### src/hdl/pcs_pkg.sv
// Shared types, widths and helpers for the polygon centroid block.
package pcs_pkg;

    localparam int COORD_W  = 16;
    localparam int AREA_W   = 43;
    localparam int WSUM_W   = 61;
    localparam int OUT_W    = 24;
    localparam int PROD_W   = 2 * COORD_W;
    localparam int CROSS_W  = PROD_W + 1;
    localparam int SUM_W    = COORD_W + 1;
    localparam int WPROD_W  = SUM_W + CROSS_W;
    localparam int DEN_W    = AREA_W + 2;
    localparam int QUOT_W   = OUT_W + 1;

    localparam int DEF_MAX_VERTICES = 1024;
    localparam int DEF_FRAC_BITS    = 8;

    typedef enum logic [1:0] {
        ST_OK   = 2'd0,
        ST_ZERO = 2'd1,
        ST_OVF  = 2'd2
    } status_t;

    typedef struct packed {
        logic    load;
        logic    take_first;
        logic    mark_ovf;
        logic    prod;
        logic    xprod;
        logic    wmul;
        logic    acc;
        logic    adv;
        logic    close;
        logic    div_init;
        logic    div_step;
        logic    emit;
        status_t code;
    } cmd_t;

    typedef struct packed {
        logic last;
        logic cnt_zero;
        logic cnt_below;
        logic cnt_over;
        logic area_zero;
        logic div_last;
        logic out_free;
    } sts_t;

    // Saturate a quotient magnitude to the signed output range and apply the sign.
    function automatic logic [OUT_W-1:0] sat_quot(input logic [QUOT_W-1:0] q,
                                                  input logic ovf, input logic neg);
        logic big;
        big = ovf | q[QUOT_W-1] | q[QUOT_W-2];
        if (neg) begin
            sat_quot = big ? {1'b1, {(OUT_W-1){1'b0}}} : (~q[OUT_W-1:0] + 1'b1);
        end else begin
            sat_quot = big ? {1'b0, {(OUT_W-1){1'b1}}} : q[OUT_W-1:0];
        end
    endfunction

endpackage

### src/hdl/pcs_ctrl.sv
// Sequencer for the polygon centroid block.
module pcs_ctrl (
    input  logic          aclk,
    input  logic          aresetn,
    input  logic          s_valid,
    output logic          s_ready,
    input  pcs_pkg::sts_t sts,
    output pcs_pkg::cmd_t cmd
);
    import pcs_pkg::*;

    typedef enum logic [10:0] {
        S_IDLE  = 11'b00000000001,
        S_CHECK = 11'b00000000010,
        S_PROD  = 11'b00000000100,
        S_CROSS = 11'b00000001000,
        S_WMUL  = 11'b00000010000,
        S_ACC   = 11'b00000100000,
        S_TAIL  = 11'b00001000000,
        S_ZTEST = 11'b00010000000,
        S_DINIT = 11'b00100000000,
        S_DIV   = 11'b01000000000,
        S_EMIT  = 11'b10000000000
    } state_t;

    state_t  state_reg, state_next;
    logic    closing_reg, closing_next;
    status_t code_reg, code_next;

    always_ff @(posedge aclk) begin
        if (!aresetn) begin
            state_reg   <= S_IDLE;
            closing_reg <= 1'b0;
            code_reg    <= ST_OK;
        end else begin
            state_reg   <= state_next;
            closing_reg <= closing_next;
            code_reg    <= code_next;
        end
    end

    assign s_ready = (state_reg == S_IDLE);

    always_comb begin
        state_next   = state_reg;
        closing_next = closing_reg;
        code_next    = code_reg;
        cmd          = '0;
        cmd.close    = closing_reg;
        cmd.code     = code_reg;
        case (state_reg)
            S_IDLE: begin
                if (s_valid) begin
                    cmd.load     = 1'b1;
                    closing_next = 1'b0;
                    state_next   = S_CHECK;
                end
            end
            S_CHECK: begin
                if (sts.cnt_zero) begin
                    cmd.take_first = 1'b1;
                    state_next     = S_TAIL;
                end else if (sts.cnt_below) begin
                    state_next = S_PROD;
                end else begin
                    cmd.mark_ovf = 1'b1;
                    state_next   = S_TAIL;
                end
            end
            S_PROD: begin
                cmd.prod   = 1'b1;
                state_next = S_CROSS;
            end
            S_CROSS: begin
                cmd.xprod  = 1'b1;
                state_next = S_WMUL;
            end
            S_WMUL: begin
                cmd.wmul   = 1'b1;
                state_next = S_ACC;
            end
            S_ACC: begin
                cmd.acc    = 1'b1;
                cmd.adv    = !closing_reg;
                state_next = closing_reg ? S_ZTEST : S_TAIL;
            end
            S_TAIL: begin
                if (!sts.last) begin
                    state_next = S_IDLE;
                end else if (sts.cnt_over) begin
                    code_next  = ST_OVF;
                    state_next = S_EMIT;
                end else begin
                    closing_next = 1'b1;
                    state_next   = S_PROD;
                end
            end
            S_ZTEST: begin
                if (sts.area_zero) begin
                    code_next  = ST_ZERO;
                    state_next = S_EMIT;
                end else begin
                    code_next  = ST_OK;
                    state_next = S_DINIT;
                end
            end
            S_DINIT: begin
                cmd.div_init = 1'b1;
                state_next   = S_DIV;
            end
            S_DIV: begin
                cmd.div_step = 1'b1;
                if (sts.div_last) begin
                    state_next = S_EMIT;
                end
            end
            S_EMIT: begin
                if (sts.out_free) begin
                    cmd.emit   = 1'b1;
                    state_next = S_IDLE;
                end
            end
            default: begin
                state_next = S_IDLE;
            end
        endcase
    end

endmodule

### config.mk
export PLATFORM = sky130hd
export DESIGN_NAME = pcs_ctrl
export DESIGN_NICKNAME = d
export VERILOG_FILES = /design/src/hdl/pcs_pkg.sv /design/src/hdl/pcs_ctrl.sv
export SDC_FILE = /design/constraint.sdc
export NUM_CORES = 1
export LEC_CHECK = 0
export BUFFER_PORTS_ARGS = -buffer_cell sky130_fd_sc_hd__buf_2
export CAP_MARGIN = 30
export CORE_MARGIN = 2
export CORE_UTILIZATION = 54
export CTS_CLUSTER_DIAMETER = 120
export DETAILED_ROUTE_END_ITERATION = 6
export PLACE_DENSITY_LB_ADDON = 0.2
export SLEW_MARGIN = 20
export SYNTH_ARGS = -nofsm -noshare
export SYNTH_HDL_FRONTEND = slang
export SYNTH_SLANG_ARGS = --single-unit
### constraint.sdc
create_clock -name aclk -period 3.4 [get_ports aclk]
set_input_delay 0.34 -clock aclk [delete_from_list [all_inputs] [get_ports aclk]]
set_output_delay 0.34 -clock aclk [all_outputs]
set_load 0.01 [all_outputs]
==> flow_summary.yaml <==
status:
  status: "completed"
die:
  fp.dieH_um: 44.5
  core_um2: 1520
  rows: 14
  io-pin-count: 25
  die_w_um: 44.5
  die_area_um2: 1980
  start_util: 0.580
worst_setup_path:
  path_class: "reg -> out"
  required_ns: 3.06
  endpoint_kind: "output pin"
  critPathLaunchType: "flop"
  crit_path_cell_trace: "or4_1, or3_4, inv_2, and2_2, buf_2"
  crit_fanout: 9
  r2r_cells: 5
  critPathMaxStageDelay_ns: 0.65
  r2r_start: "state_reg[4]"
  cp.arrival_ns: 2.10
  rr_endpoint: "state_reg[10]"
  rrSetupSlack_ns: 1.38
  crit_slowest_cell: "or4_1"
min_path:
  min_to: "state_reg[8]"
  hold_path_depth: 2
  hp-start: "sts[2]"
  hp-class: "in -> reg"
placed_design:
  gp_congestion: 0.873
  hpwl_um: 1550
  port-buffer-count: 24
  pre_cts_slack_ns: 1.29
  placed_cell_area_um2: 990
power:
  p_leak_uw: 0.000484
  pwr-share-comb: 0.261
  ir_drop_mv: 0.372
  p_sw_frac: 0.300
  seqPwrFrac: 0.441
  power_uw: 401
  power.internal_uw: 281
  p_per_area_nw_per_um2: 390
  p_switching_uw: 120
  pwr-share-clk: 0.298
clock_tree:
  cts_made_buffers: 3
  clk_path_buf_depth: 2
  cts_tree: "built"
  cts_root_buffer: "clkbuf_4"
  cts_resized: 0
  htree_levels: 1
  cts.sink_count: 14
  cts_setup_buffers: 0
  clkTransAtPathRegs_ns: 0.08
  clkLatencyLatePin_ns: 0.28
  cts_hold_buf: 0
synth:
  avgSynthCellArea_um2: 8.12
  yosys_warnings: 0
  syn_nets: 119
  synth_area_um2: 885
  synth-edff-count: 0
  yosys.area.top_type: "dfxtp_1"
  synthCells: 109
  ys_seq_area_frac: 0.317
  yosys.area.top_type_share: 0.317
  ys.flop_type: "dfxtp_1"
  ys_ff_latch: 14
  yosys-top-cells-area: "dfxtp_1 (32%), nor2_1 (7.2%), a21oi_1 (4.0%)"
  async_flop_share: 0
  synth_cell_types: 42
sta:
  layout_setup_ws_ns: 0.963
  tightest_slew_ns: 0.397
  skew_ns: 0.00232
  fmax_ghz: 0.410
  slew_violations: 0
  timing.final.crit_share: 0.717
  fin_crit_ns: 2.44
  maxSlewHeadroom: 0.733
  hold_viol_final: 0
  setup_tns_ns: 0
  rsz0062_at_grt: "no"
  setup_viol: 0
routing:
  drt_first_pass_iters: 4
  routed_wl_um: 2000
  drtIter0Drc: 13
  drc_errors: 0
  vias_per_cell: 6.02
  avgRoutedWirePerCell_um: 13.6
  ant_nets: 0
  num_vias: 885
layout:
  fill_cells: 129
  largest_reg_flops: 11
  final_area_um2: 1030
  drive_gt1_frac: 0.290
  final_util: 0.673
  syn_to_final_growth_pct: 16.0
  antenna_cells: 0
  nets: 142
global_route:
  grt_max_degree: 10
  grt_usage: 0.229
  grt_pass1_vias: 818
  antenna_found_initial: 0
  grt_overflow_total: 0
  grt_pass1_wl_um: 3270
run:
  drv_cap: 0
[layer usage]
| layer | track usage | up-vias | part of all wire |
|---|---|---|---|
| met1 | 0.258 | 416 | 0.45 |
| met4 | 0.0970 | 0 | 0.0065 |
| met2 | 0.388 | 26 | 0.49 |
| met3 | 0.0776 | 2 | 0.053 |
| li1 | - | 441 | - |
| met5 | 0 | - | 0 |
[Yosys cell counts, types with 2 or more instances]
| library cell | n |
|---|---|
| nor2_1 | 17 |
| dfxtp_1 | 14 |
| a21oi_1 | 7 |
| nor3_1 | 7 |
| inv_1 | 6 |
| nor3b_1 | 4 |
| clkbuf_1 | 3 |
| nand2b_1 | 3 |
| nand4b_1 | 3 |
| o21ai_0 | 3 |
| or4_1 | 3 |
| or4b_2 | 3 |
| and2_1 | 2 |
| and3_1 | 2 |
| nand2_1 | 2 |
| nor4_1 | 2 |
| nor4b_1 | 2 |
| or3_1 | 2 |
[cell usage in the layout (no fill, tap or decap), types with 2 or more instances in the layout]
cell type and n:
a21oi_1 7, and2_1 2, and3_1 2, buf_2 24
clkbuf_4 3, dfxtp_1 14, inv_1 6, nand2_1 2
nand2b_1 3, nand4b_1 3, nor2_1 17, nor3_1 7
nor3b_1 4, nor4_1 2, nor4b_1 2, o21ai_0 3
or3_1 2, or4_1 3, or4b_2 3
[layout make-up]
cell class / instances / area [um2] / area share
clock buffers: 4 / 36.3 / 0.0354
inverters: 7 / 26.3 / 0.0256
multi-input cells: 82 / 543 / 0.529
flip-flops and latches: 14 / 280 / 0.273
well taps: 16 / 20.0 / 0.0195
repair buffers: 24 / 120 / 0.117
[worst max path at each step]
stage | from | slack (ns) | cells past startpoint | end
2_1_floorplan | state_reg[4] | 1.41 | 6 | cmd[13]
3_3_place_gp | state_reg[4] | 1.34 | 5 | cmd[13]
3_5_place_dp | state_reg[4] | 1.29 | 5 | cmd[13]
4_1_cts | state_reg[4] | 0.97 | 5 | cmd[13]
5_1_grt | state_reg[4] | 0.87 | 5 | cmd[13]
6_report | state_reg[4] | 0.96 | 5 | cmd[13]
[worst max-delay path, delay by kind of cell, from the launching register on]
| kind | cells | cell delay [ns] |
|---|---|---|
| buf+inv | 2 | 0.19 |
| flops | 1 | 0.39 |
| simple gates | 3 | 1.24 |
[through the flow]
stage / instances / hold slack [ns]
6_report: 147 / 0.247
5_1_grt: 147 / 0.238
4_1_cts: 147 / 0.237
3_5_place_dp: 143 / 0.495
3_3_place_gp: 143 / 0.476
2_1_floorplan: 109 / 0.416
[cell families after synthesis]
| kind of cell | synth area share |
|---|---|
| and+or+nand+nor | 0.417 |
| DFF | 0.317 |
| AOI/OAI and AO/OA | 0.177 |
| xor gates and xnor gates | 0.0198 |
| buffers and inverters | 0.0693 |
[power groups by stage]
| stage | Clock (uW) | Sequential [uW] | Combinational, uW |
|---|---|---|---|
| finish | 119 | 177 | 105 |
| global route | 136 | 179 | 114 |
| CTS | 124 | 177 | 104 |
| detailed placement | 0 | 181 | 103 |
| global placement | 0 | 179 | 102 |
| floorplan | 0 | 179 | 76.6 |
Power figures use the tool's default switching activity.
